### src/rtl/rhsv_pkg.sv
package rhsv_pkg;

  // number of divider cells, one quotient bit each
  localparam int unsigned NUM_CELLS = 8;
  // lanes: saturation, then the red, green and blue terms
  localparam int unsigned NUM_LANES = 4;
  localparam int unsigned LANE_SAT  = 0;
  localparam int unsigned LANE_R    = 1;
  localparam int unsigned LANE_G    = 2;
  localparam int unsigned LANE_B    = 3;

  localparam logic [1:0] SEL_RED   = 2'd0;
  localparam logic [1:0] SEL_GREEN = 2'd1;
  localparam logic [1:0] SEL_BLUE  = 2'd2;

  localparam logic [9:0] HUE_THIRD      = 10'(255 / 3);
  localparam logic [9:0] HUE_TWO_THIRDS = 10'(2 * 255 / 3);
  localparam logic [9:0] HUE_WRAP       = 10'd255;
  // x/6 == (x*171) >> 10 for every 8-bit x
  localparam logic [7:0] RECIP_SIX      = 8'd171;

  typedef struct packed {
    logic [7:0] red;
    logic [7:0] green;
    logic [7:0] blue;
  } pix_t;

  typedef struct packed {
    logic [7:0] hue;
    logic [7:0] saturation;
    logic [7:0] brightness;
  } hsv_t;

  typedef struct packed {
    logic [1:0]                     sel;
    logic                           grey;
    logic [7:0]                     mx;
    logic [7:0]                     delta;
    logic [NUM_LANES-1:0][7:0]      rem;
    logic [NUM_LANES-1:0][7:0]      quo;
  } div_t;

endpackage

### src/rtl/rhsv_front.sv
module rhsv_front (
  input  logic           clk,
  input  logic           rst_n,
  input  logic           up_valid,
  output logic           up_ready,
  input  rhsv_pkg::pix_t up_pix,
  output logic           dn_valid,
  input  logic           dn_ready,
  output rhsv_pkg::div_t dn_data
);

  logic           valid_r;
  rhsv_pkg::div_t data_r;
  rhsv_pkg::div_t data_nxt;
  logic [7:0]     mx;
  logic [7:0]     mn;
  logic [7:0]     delta;
  logic [1:0]     sel;
  logic [15:0]    prod_r;
  logic [15:0]    prod_g;
  logic [15:0]    prod_b;

  always_comb begin
    if (up_pix.red >= up_pix.green && up_pix.red >= up_pix.blue) begin
      sel = rhsv_pkg::SEL_RED;
      mx  = up_pix.red;
    end else if (up_pix.green >= up_pix.blue) begin
      sel = rhsv_pkg::SEL_GREEN;
      mx  = up_pix.green;
    end else begin
      sel = rhsv_pkg::SEL_BLUE;
      mx  = up_pix.blue;
    end
    mn = up_pix.red;
    if (up_pix.green < mn) mn = up_pix.green;
    if (up_pix.blue < mn) mn = up_pix.blue;
    delta  = mx - mn;
    prod_r = {8'd0, mx - up_pix.red}   * {8'd0, rhsv_pkg::RECIP_SIX};
    prod_g = {8'd0, mx - up_pix.green} * {8'd0, rhsv_pkg::RECIP_SIX};
    prod_b = {8'd0, mx - up_pix.blue}  * {8'd0, rhsv_pkg::RECIP_SIX};
    data_nxt.sel   = sel;
    data_nxt.grey  = (delta == 8'd0);
    data_nxt.mx    = mx;
    data_nxt.delta = delta;
    data_nxt.quo   = '0;
    data_nxt.rem[rhsv_pkg::LANE_SAT] = delta;
    data_nxt.rem[rhsv_pkg::LANE_R]   = {2'd0, prod_r[15:10]} + {1'b0, delta[7:1]};
    data_nxt.rem[rhsv_pkg::LANE_G]   = {2'd0, prod_g[15:10]} + {1'b0, delta[7:1]};
    data_nxt.rem[rhsv_pkg::LANE_B]   = {2'd0, prod_b[15:10]} + {1'b0, delta[7:1]};
  end

  assign up_ready = !valid_r || dn_ready;

  always_ff @(posedge clk) begin
    if (!rst_n) begin
      valid_r <= 1'b0;
    end else if (up_ready) begin
      valid_r <= up_valid;
    end
    if (up_ready && up_valid) begin
      data_r <= data_nxt;
    end
  end

  assign dn_valid = valid_r;
  assign dn_data  = data_r;

endmodule

### src/rtl/rhsv_cell.sv
module rhsv_cell (
  input  logic           clk,
  input  logic           rst_n,
  input  logic           up_valid,
  output logic           up_ready,
  input  rhsv_pkg::div_t up_data,
  output logic           dn_valid,
  input  logic           dn_ready,
  output rhsv_pkg::div_t dn_data
);

  logic           valid_r;
  rhsv_pkg::div_t data_r;
  rhsv_pkg::div_t data_nxt;
  logic [8:0]     dbl;
  logic [8:0]     dvs;

  // one restoring step per lane: shift, compare, subtract
  always_comb begin
    data_nxt = up_data;
    dbl      = '0;
    dvs      = '0;
    for (int i = 0; i < rhsv_pkg::NUM_LANES; i++) begin
      dbl = {up_data.rem[i], 1'b0};
      dvs = (i == rhsv_pkg::LANE_SAT) ? {1'b0, up_data.mx} : {1'b0, up_data.delta};
      if (dbl >= dvs) begin
        data_nxt.rem[i] = 8'(dbl - dvs);
        data_nxt.quo[i] = {up_data.quo[i][6:0], 1'b1};
      end else begin
        data_nxt.rem[i] = dbl[7:0];
        data_nxt.quo[i] = {up_data.quo[i][6:0], 1'b0};
      end
    end
  end

  assign up_ready = !valid_r || dn_ready;

  always_ff @(posedge clk) begin
    if (!rst_n) begin
      valid_r <= 1'b0;
    end else if (up_ready) begin
      valid_r <= up_valid;
    end
    if (up_ready && up_valid) begin
      data_r <= data_nxt;
    end
  end

  assign dn_valid = valid_r;
  assign dn_data  = data_r;

endmodule

### src/rtl/rhsv_back.sv
module rhsv_back (
  input  logic           clk,
  input  logic           rst_n,
  input  logic           up_valid,
  output logic           up_ready,
  input  rhsv_pkg::div_t up_data,
  output logic           out_valid,
  input  logic           out_stall,
  output rhsv_pkg::hsv_t out_hsv
);

  logic           valid_r;
  rhsv_pkg::hsv_t hsv_r;
  rhsv_pkg::hsv_t hsv_nxt;
  logic [9:0]     tr;
  logic [9:0]     tg;
  logic [9:0]     tb;
  logic [9:0]     h;
  logic [9:0]     hw;

  always_comb begin
    tr = {2'd0, up_data.quo[rhsv_pkg::LANE_R]};
    tg = {2'd0, up_data.quo[rhsv_pkg::LANE_G]};
    tb = {2'd0, up_data.quo[rhsv_pkg::LANE_B]};
    case (up_data.sel)
      rhsv_pkg::SEL_RED:   h = tb - tg;
      rhsv_pkg::SEL_GREEN: h = rhsv_pkg::HUE_THIRD + tr - tb;
      default:             h = rhsv_pkg::HUE_TWO_THIRDS + tg - tr;
    endcase
    // signed hue spans -255..425
    if ($signed(h) < 0) begin
      hw = h + rhsv_pkg::HUE_WRAP;
    end else if ($signed(h) > $signed(10'd255)) begin
      hw = h - rhsv_pkg::HUE_WRAP;
    end else begin
      hw = h;
    end
    hsv_nxt.brightness = up_data.mx;
    hsv_nxt.hue        = up_data.grey ? 8'd0 : hw[7:0];
    hsv_nxt.saturation = up_data.grey ? 8'd0 : up_data.quo[rhsv_pkg::LANE_SAT];
  end

  assign up_ready = !valid_r || !out_stall;

  always_ff @(posedge clk) begin
    if (!rst_n) begin
      valid_r <= 1'b0;
    end else if (up_ready) begin
      valid_r <= up_valid;
    end
    if (up_ready && up_valid) begin
      hsv_r <= hsv_nxt;
    end
  end

  assign out_valid = valid_r;
  assign out_hsv   = hsv_r;

endmodule

### src/rtl/rgb_to_hsv_8bit.sv
// RGB to HSV converter, 8 bits a channel. One pixel transaction in, one out,
// no kept state. Throughput is one pixel per clock while out_stall is low;
// the stages are a min/max and numerator stage, a chain of 8 divider cells
// (one quotient bit each, four division lanes side by side), and an output
// register that forms the hue. Each stage holds its own valid bit and
// advances whenever the next stage is empty or moving, so bubbles collapse
// and new pixels are taken while a finished result is held by out_stall;
// in_stall rises only when every stage is full and the output is stalled.
// Brightness is max(r,g,b). A grey pixel gives hue and saturation of zero.
// Saturation is delta*256/max, clamped to 255. Hue uses 85/170 offsets for
// green/blue maximum, ties prefer red then green, wrapped into 0..255.
module rgb_to_hsv_8bit (
  input  logic           clk,
  input  logic           rst_n,
  input  logic           in_valid,
  output logic           in_stall,
  input  rhsv_pkg::pix_t in_pix,
  output logic           out_valid,
  input  logic           out_stall,
  output rhsv_pkg::hsv_t out_hsv
);

  logic                 valid_c [rhsv_pkg::NUM_CELLS+1];
  logic                 ready_c [rhsv_pkg::NUM_CELLS+1];
  rhsv_pkg::div_t       data_c  [rhsv_pkg::NUM_CELLS+1];
  logic                 in_ready;

  // front stage: max/min, delta, per-channel numerators
  rhsv_front u_front (
    .clk      (clk),
    .rst_n    (rst_n),
    .up_valid (in_valid),
    .up_ready (in_ready),
    .up_pix   (in_pix),
    .dn_valid (valid_c[0]),
    .dn_ready (ready_c[0]),
    .dn_data  (data_c[0])
  );

  assign in_stall = !in_ready;

  // divider chain
  for (genvar i = 0; i < rhsv_pkg::NUM_CELLS; i++) begin : g_cell
    rhsv_cell u_cell (
      .clk      (clk),
      .rst_n    (rst_n),
      .up_valid (valid_c[i]),
      .up_ready (ready_c[i]),
      .up_data  (data_c[i]),
      .dn_valid (valid_c[i+1]),
      .dn_ready (ready_c[i+1]),
      .dn_data  (data_c[i+1])
    );
  end

  // hue select, wrap and output register
  rhsv_back u_back (
    .clk       (clk),
    .rst_n     (rst_n),
    .up_valid  (valid_c[rhsv_pkg::NUM_CELLS]),
    .up_ready  (ready_c[rhsv_pkg::NUM_CELLS]),
    .up_data   (data_c[rhsv_pkg::NUM_CELLS]),
    .out_valid (out_valid),
    .out_stall (out_stall),
    .out_hsv   (out_hsv)
  );

`ifndef ASSERT_OFF
  // zero saturation only happens for grey, which has zero hue
  a_grey_hue: assert property (@(posedge clk) disable iff (!rst_n)
    out_valid && out_hsv.saturation == 8'd0 |-> out_hsv.hue == 8'd0)
    else $error("nonzero hue on grey pixel");

  // input only stalls when the output holds a result
  a_stall_full: assert property (@(posedge clk) disable iff (!rst_n)
    in_stall |-> out_valid && out_stall)
    else $error("input stalled with room in pipeline");

  // nothing comes out right after reset
  a_reset_empty: assert property (@(posedge clk)
    rst_n && $past(!rst_n) |-> !out_valid)
    else $error("output valid after reset");

  // brightness is never below saturation-free minimum: nonzero sat needs nonzero value
  a_sat_value: assert property (@(posedge clk) disable iff (!rst_n)
    out_valid && out_hsv.brightness == 8'd0 |-> out_hsv.saturation == 8'd0)
    else $error("saturation on black pixel");
`endif

endmodule
### config.mk
export PLATFORM = sky130hd
export DESIGN_NAME = rgb_to_hsv_8bit
export DESIGN_NICKNAME = d
export VERILOG_FILES = /design/src/rtl/rhsv_pkg.sv /design/src/rtl/rhsv_front.sv /design/src/rtl/rhsv_cell.sv /design/src/rtl/rhsv_back.sv /design/src/rtl/rgb_to_hsv_8bit.sv
export SDC_FILE = /design/constraint.sdc
export NUM_CORES = 1
export LEC_CHECK = 0
export ABC_AREA = 1
export ABC_CLOCK_PERIOD_IN_PS = 20400
export BUFFER_PORTS_ARGS = -buffer_cell sky130_fd_sc_hd__buf_2
export CAP_MARGIN = 10
export CELL_PAD_IN_SITES_DETAIL_PLACEMENT = 1
export CELL_PAD_IN_SITES_GLOBAL_PLACEMENT = 1
export CORE_ASPECT_RATIO = 0.75
export CORE_MARGIN = 8
export CORE_UTILIZATION = 40
export CTS_CLUSTER_DIAMETER = 120
export DETAILED_ROUTE_END_ITERATION = 10
export PLACE_DENSITY_LB_ADDON = 0.1
export SLEW_MARGIN = 15
export SYNTH_ARGS = -nofsm -noshare
export SYNTH_HDL_FRONTEND = slang
export SYNTH_HIERARCHICAL = 1
export SYNTH_SLANG_ARGS = --single-unit
### constraint.sdc
create_clock -name clk -period 20.4 [get_ports clk]
set_clock_uncertainty 0.1 [all_clocks]
set_input_delay 4.08 -clock clk [delete_from_list [all_inputs] [get_ports clk]]
set_output_delay 4.08 -clock clk [all_outputs]
set_load 0.02 [all_outputs]
# Word level (Yosys, flattened, before mapping)
# Cells that the tools add are included.
# word_totals
register_bits	589
inputBits	28
output_inout_bits	26
word_cells	327
# op_classes
addsub	42
n_mul	3
order_cmp	39
n_eq_ne	1
mux	68
reduce_logical	35
# ops
op	n
$ge 9x8->1	32
$mux 8	34
$sub 8x8->8	32
$mul 8x8->16 const B	3
$mux 1	32
$add 6x7->8	3
$ge 8x8->1	3
$pmux 10 s2	1
$sub 10x8->10	2
$lt 8x8->1	2
$logic_not 1->1	12
$logic_and 1x1->1	11
$gt 10x9->1 const B	1
$logic_or 1x1->1	10
$lt 10x1->1 const B	1
$add 7x8->9 const A	1
$add 8x8->9 const A	1
$sub 8x8->9	1
$add 8x8->8 const B	1
$logic_not 8->1	1
$sub 8x8->8 const B	1
$eq 2x1->1 const B	1
$logic_not 2->1	1
$mux 2	1

# Longest topological paths before layout
# Gate-level depths: netlist (run 1).
# logic_depth
depth_word	12
mapped_depth	50
mapped_depth_nobuf	50

# Hierarchy
# Netlist (run 1), hierarchy kept.
# by_module_without_submodules
module	instances	cells_per_inst	area_each_um2	seq_area_each_um2
rhsv_cell at g_cell[0].u_cell ...	7	489	4769.6	2512.4
rhsv_front	1	945	8130.3	1311.3
rhsv_cell at g_cell[5].u_cell	1	495	4808.4	2512.4
rhsv_back	1	410	2811.4	740.7
rgb_to_hsv_8bit	1	1	3.8	0.0

# Least setup slack after synthesis (run 1)
# Ideal clock, no wire load.
# synth_path
path_kind	input to register
from	input port in_pix[1] (netlist name)
to	register u_front.data_r, in the netlist u_front/dn_data[55], data pin
t_arrival_ns	10.683
required_time_ns	20.045
slack_ns	9.362
stages	40
cell_sequence	inv_1 > ha_1 > inv_1 > nor2_1 > o21ai_1 > nand2_1 > nand2_1 > o2111ai_2 > nand2_4 > nand2_1 > o221ai_1 > inv_1 > ha_1 > nand2_1 > o21ai_1 > a21oi_1 > o21bai_2 > xor2_1 > [4 not listed] > inv_1 > ha_1 > nand2_1 > nor2_1 > a211oi_1 > o21ai_1 > nand3_1 > nand3_1 > xor2_1 > ha_1 > a21oi_1 > inv_1 > a31oi_1 > nor2_1 > o21ai_0 > nand2_1 > a21oi_1 > nor2_1
# synth_rtl
item	line	rtl
start: declaration	rgb_to_hsv_8bit.sv:17	input rhsv_pkg::pix_t in_pix,
end signal: assignment	rhsv_front.sv:61	data_r <= data_nxt;
end: declaration	rhsv_front.sv:13	rhsv_pkg::div_t data_r;

==> results_dict.tcl, run 1 <==
set metrics [dict create \
    clockBufferDepth 3 \
    max_freq_ghz 0.08330 \
    die_height_um 300.7 \
    pwr-share-comb_pct 59.5 \
    cts_buffers 68 \
    place_congestion 0.8615 \
    tns_ns 0 \
    ys_warn_count 6 \
    rows 104 \
    num-nets-final 5545 \
    grt_pass1_vias 32687 \
    startpoint_type "input port" \
    drive_above_1_share_pct 10.49 \
    synthCells 4855 \
    clk_latency_ns 0.65 \
    hold_class "reg -> reg" \
    ctsResizeCount 0 \
    slowest_delay_ns 0.66 \
    clkTransAtPathRegs_ns 0.07 \
    cts_hold_buf 0 \
    io_pins 54 \
    grt_pass1_wl_mm 182.1 \
    fp.dieArea_um2 119000 \
    tritoncts "done" \
    wl_mm 113.0 \
    die_x_um 395.6 \
    criticalPathCategory "in -> reg" \
    synth_nets 5448 \
    critical_path_arrival_ns 12.26 \
    coreArea_um2 107200 \
    wire_per_inst_um 17.56 \
    clock_sinks 589 \
    drv_slew 0 \
    grt_max_degree 65 \
    start_util_pct 40.32 \
    clockPowerShare_pct 16.9 \
    netSwitchingPower_mw 3.404 \
    fin_util_pct 44.28 \
    post-cts-setup-buffers 0 \
    power_switching_share_pct 44.74 \
    cp-end-kind "flip-flop" \
    relSlewSlack_pct 37.81 \
    critPathMaxFanout 16 \
    slowest_stage "o221ai_1" \
    hold_viol 0 \
    p_per_area_nw_per_um2 160.3 \
    syn_area_per_cell_um2 8.904 \
    n_antenna_cell 0 \
    status "completed" \
    hpwlAfterDp_mm 92.06 \
    cts-root-buf "clkbuf_16" \
    mappedNetlistArea_um2 43230 \
    remaining_drc_errors 0 \
    share_seq_of_total_power_pct 23.6 \
    finalSetupViolCount 0 \
    port_buffers 53 \
    period_minus_slack_ns 12.00 \
    grt-ovfl-total 0 \
    drtAntennaViolNets 0 \
    fin_crit_sh_pct 58.84 \
    first_pass_iters 5 \
    peakVddDrop_mv 0.2595 \
    cp.required_ns 20.65 \
    htree_levels 3 \
    grt_setup_unrepaired "no" \
    via_per_inst 4.914 \
    maxCapViolCount 0 \
    worst_slew_pin_slew_ns 0.9328 \
    path_common_cell "nand2_1" \
    p_int_mw 4.206 \
    groute.usage.overall_pct 18.92 \
    drtIter0Drc 1593 \
    syn_to_final_growth_pct 9.820 \
    p_leak_nw 22.90 \
    antenna_found_initial 2 \
    num_vias 31634 \
]
[through the flow]
step | hold slack, ns | total power [mW] | std cells | instance area [um^2] | setup slack [ns]
CTS | 0.3117 | 7.746 | 6437 | 47480 | 8.402
global route | 0.3209 | 8.436 | 6437 | 47480 | 7.724
global placement | 0.3004 | 6.226 | 6313 | 45110 | 8.028
finish | 0.3079 | 7.610 | 6437 | 47480 | 8.396
detailed placement | 0.3052 | 6.384 | 6313 | 45110 | 7.760
floorplan | 0.3003 | 5.204 | 4855 | 43230 | 9.362
[final cells by class]
type | instances | area [um^2]
clock inverter | 45 | 614.3
tap | 1431 | 1790
fill | 12586 | 59750
multi-input combinational | 3373 | 22170
inverter | 856 | 3217
clock buffer | 79 | 1753
timing repair buffer | 64 | 347.8
sequential | 589 | 17590
[power by group through the flow]
stage / sequential (mW) / clock (mW) / combinational (mW)
2_1_floorplan: 1.75 / 0 / 3.46
3_3_place_gp: 1.82 / 0 / 4.40
3_5_place_dp: 1.82 / 0 / 4.56
4_1_cts: 1.80 / 1.33 / 4.62
5_1_grt: 1.80 / 1.37 / 5.26
6_report: 1.79 / 1.29 / 4.53
[worst paths after layout]
check | from | end | slack, ns | cells past startpoint
max | in_pix[17] | u_front/dn_data[55]$_DFFE_PP_ | 8.40 | 42
min | g_cell[5].u_cell/dn_data[26]$_DFFE_PP_ | g_cell[6].u_cell/dn_data[27]$_DFFE_PP_ | 0.31 | 0
max reg2reg | g_cell[7].u_cell/dn_data[17]$_DFFE_PP_ | u_back/out_hsv[20]$_SDFFCE_PP0P_ | 17.27 | 18
min reg2reg | g_cell[5].u_cell/dn_data[26]$_DFFE_PP_ | g_cell[6].u_cell/dn_data[27]$_DFFE_PP_ | 0.31 | 0
[registers in the layout (all words and copies together), names as in the netlist]
signal                  cells
g_cell.u_cell/dn_data     512
u_back/out_hsv             24
u_front/dn_data            43
u_front/dn_valid            1
g_cell.u_cell/dn_valid      8
u_back/out_valid            1
[critical path: cells and delay by family]
| kind | cells | cell delay [ns] |
|---|---|---|
| AO/OA/AOI/OAI | 11 | 2.43 |
| XOR/XNOR | 2 | 0.59 |
| adder cells (fa/ha/maj) | 7 | 2.83 |
| buffers and inverters | 6 | 0.84 |
| AND/OR/NAND/NOR | 16 | 1.45 |
[cell usage in the layout, fill, tap and decap left out, types with 25 or more instances in the layout]
master,n
nand2_1,1381
inv_1,808
edfxtp_1,579
ha_1,490
nand3_1,429
a21oi_1,199
nor2_1,184
xor2_1,98
fa_1,75
nand2_2,71
clkbuf_16,68
nand2_4,62
buf_2,53
xnor2_1,51
inv_2,46
nand4_1,40
o21ai_0,31
a21oi_2,30
nor2_2,27
nand4_2,25
[per-layer routing]
layer,track usage [%],wire (um),vias to the layer above
li1,-,-,16071
met1,28.77,60030,15073
met2,29.03,47660,388
met3,2.324,3645,102
met4,3.427,1689,0
met5,0,0,-
Power figures use the tool's default switching activity.
==> inputs of run 2 (changes only) <==
--- a/config.mk
+++ b/config.mk
@@ -6,7 +6,7 @@
 export NUM_CORES = 1
 export LEC_CHECK = 0
 export ABC_AREA = 1
-export ABC_CLOCK_PERIOD_IN_PS = 20400
+export ABC_CLOCK_PERIOD_IN_PS = 9800
 export BUFFER_PORTS_ARGS = -buffer_cell sky130_fd_sc_hd__buf_2
 export CAP_MARGIN = 10
 export CELL_PAD_IN_SITES_DETAIL_PLACEMENT = 1
==> constraint.sdc (replaced) <==
create_clock -name clk -period 9.8 [get_ports clk]
set_clock_uncertainty 0.1 [all_clocks]
set_input_delay 1.96 -clock clk [delete_from_list [all_inputs] [get_ports clk]]
set_output_delay 1.96 -clock clk [all_outputs]
set_load 0.02 [all_outputs]
==> results_dict.tcl, run 2 (synthesis gave the netlist of run 1 again) <==
set metrics [dict create \
    status "completed" \
    ctsResizeCount 0 \
    largest_reg_flops 512 \
    clk_latency_ns 0.65 \
    reg2reg_depth 16 \
    port_buffers 53 \
    use_met2_pct 28.39 \
    clkTransAtPathRegs_ns 0.06 \
    io_pins 54 \
    grt_use_met3_pct 2.400 \
    post-cts-setup-buffers 0 \
    r2r_setup_slack_ns 6.69 \
    fp.dieArea_um2 119000 \
    reg2reg_to "u_back/out_hsv[23]$_SDFFCE_PP0P_" \
    die_x_um 395.6 \
    rows 104 \
    min_from "g_cell[0].u_cell/dn_data[0]$_DFFE_PP_" \
    clockPowerShare_pct 16.1 \
    hold_class "reg -> reg" \
    criticalPathCategory "in -> reg" \
    via_per_inst 4.893 \
    slowest_stage "fa_1" \
    hold_end "g_cell[1].u_cell/dn_data[1]$_DFFE_PP_" \
    num-nets-final 5566 \
    cp-end-kind "flip-flop" \
    tritoncts "done" \
    layout_common_cells "nand2_1, inv_1, edfxtp_1" \
    remaining_drc_errors 0 \
    first_pass_iters 5 \
    reg2reg_from "g_cell[7].u_cell/dn_data[17]$_DFFE_PP_" \
    wire_per_inst_um 17.49 \
    period_minus_slack_ns 9.044 \
    worst_slew_pin_slew_ns 0.9161 \
    grt_pass1_wl_mm 180.4 \
    hold_viol 0 \
    p_per_area_nw_per_um2 330.1 \
    place_congestion 0.8488 \
    antenna_found_initial 3 \
    coreArea_um2 107200 \
    start_util_pct 40.32 \
    slowest_delay_ns 0.53 \
    clock_sinks 589 \
    relSlewSlack_pct 38.93 \
    placed_cell_area_um2 45270 \
    cts_buffers 67 \
    drtIter0Drc 1429 \
    clockBufferDepth 3 \
    layout_commonest_cell "nand2_1" \
    max_freq_ghz 0.1106 \
    grt_max_degree 65 \
    share_seq_of_total_power_pct 23.8 \
    cp.required_ns 10.10 \
    pwr-share-comb_pct 60.1 \
    drive_above_1_share_pct 10.89 \
    power_switching_share_pct 44.92 \
    finalSetupViolCount 0 \
    maxCapViolCount 0 \
    drv_slew 0 \
    hold-path-cell-count 0 \
    grt-ovfl-total 0 \
    syn_to_final_growth_pct 9.794 \
    critPathMaxFanout 9 \
    wl_mm 112.9 \
    hpwlAfterDp_mm 92.21 \
    grt.busiest_layer "met1" \
    path_common_cell "inv_1" \
    critical_path_arrival_ns 9.34 \
    grt_pass1_vias 32439 \
    peakVddDrop_mv 0.5401 \
    tns_ns 0 \
    grt_setup_unrepaired "no" \
    grt_use_met1_pct 29.01 \
    final_area_um2 47460 \
    groute.usage.overall_pct 18.83 \
    cts-root-buf "clkbuf_16" \
    htree_levels 3 \
    p_int_mw 8.630 \
    num_vias 31592 \
    cts_hold_buf 0 \
    drtAntennaViolNets 0 \
    fin_crit_sh_pct 92.29 \
    startpoint_type "input port" \
    die_height_um 300.7 \
    p_leak_nw 22.95 \
    netSwitchingPower_mw 7.037 \
]
run 2: stage by stage:
| stage | hold WS, ns | total power [mW] | cells | setup slack (ns) | utilization (%) |
|---|---|---|---|---|---|
| 6_report | 0.3119 | 15.67 | 6456 | 0.7556 | 44.27 |
| 5_1_grt | 0.3173 | 17.31 | 6455 | 0.1691 | 44.26 |
| 4_1_cts | 0.3099 | 15.96 | 6455 | 0.7495 | 44.26 |
| 3_5_place_dp | 0.3051 | 13.36 | 6335 | 0.05848 | 42.22 |
| 3_3_place_gp | 0.3005 | 13.07 | 6335 | 0.2200 | 42.22 |
| 2_1_floorplan | 0.3003 | 10.83 | 4855 | 0.8820 | - |
run 2: power by group through the flow:
stage          Sequential [mW]  Clock [mW]  Combinational (mW)
2_1_floorplan             3.63           0                7.20
3_3_place_gp              3.79           0                9.29
3_5_place_dp              3.79           0                9.57
4_1_cts                   3.73        2.61                9.62
5_1_grt                   3.75        2.69                10.9
6_report                  3.73        2.52                9.42
run 2: routing by layer:
metal | wire, um | vias up
met5 | 0 | -
met4 | 1706 | 0
met3 | 3179 | 100
met2 | 47260 | 320
met1 | 60740 | 15081
li1 | - | 16091
run 2: worst max path at each step:
stage                          from                            end  slack (ns)
after global placement    in_pix[1]  u_front/dn_data[63]$_DFFE_PP_        0.22
after floorplan           in_pix[1]  u_front/dn_data[55]$_DFFE_PP_        0.88
final                     in_pix[1]  u_front/dn_data[63]$_DFFE_PP_        0.76
after CTS                 in_pix[1]  u_front/dn_data[55]$_DFFE_PP_        0.75
after detailed placement  in_pix[1]  u_front/dn_data[55]$_DFFE_PP_        0.06
after global routing      in_pix[1]  u_front/dn_data[55]$_DFFE_PP_        0.17
run 2: critical path: cells and delay by family:
kind	cells	cell delay, ns
simple gates	8	0.76
fa+ha+maj	7	2.67
compound gates	14	2.40
buf+inv	8	0.90
xor+xnor	3	0.63
run 2: cell type report:
cell class                      instances  area, um^2
Tap cell                             1431        1790
Timing Repair Buffer                   86       513.0
Inverter                              856        3217
Sequential cell                       589       17590
Multi-Input combinational cell       3373       22170
Antenna cell                            1       2.502
Clock buffer                           80        1725
Fill cell                           12581       59760
Clock inverter                         40       462.9
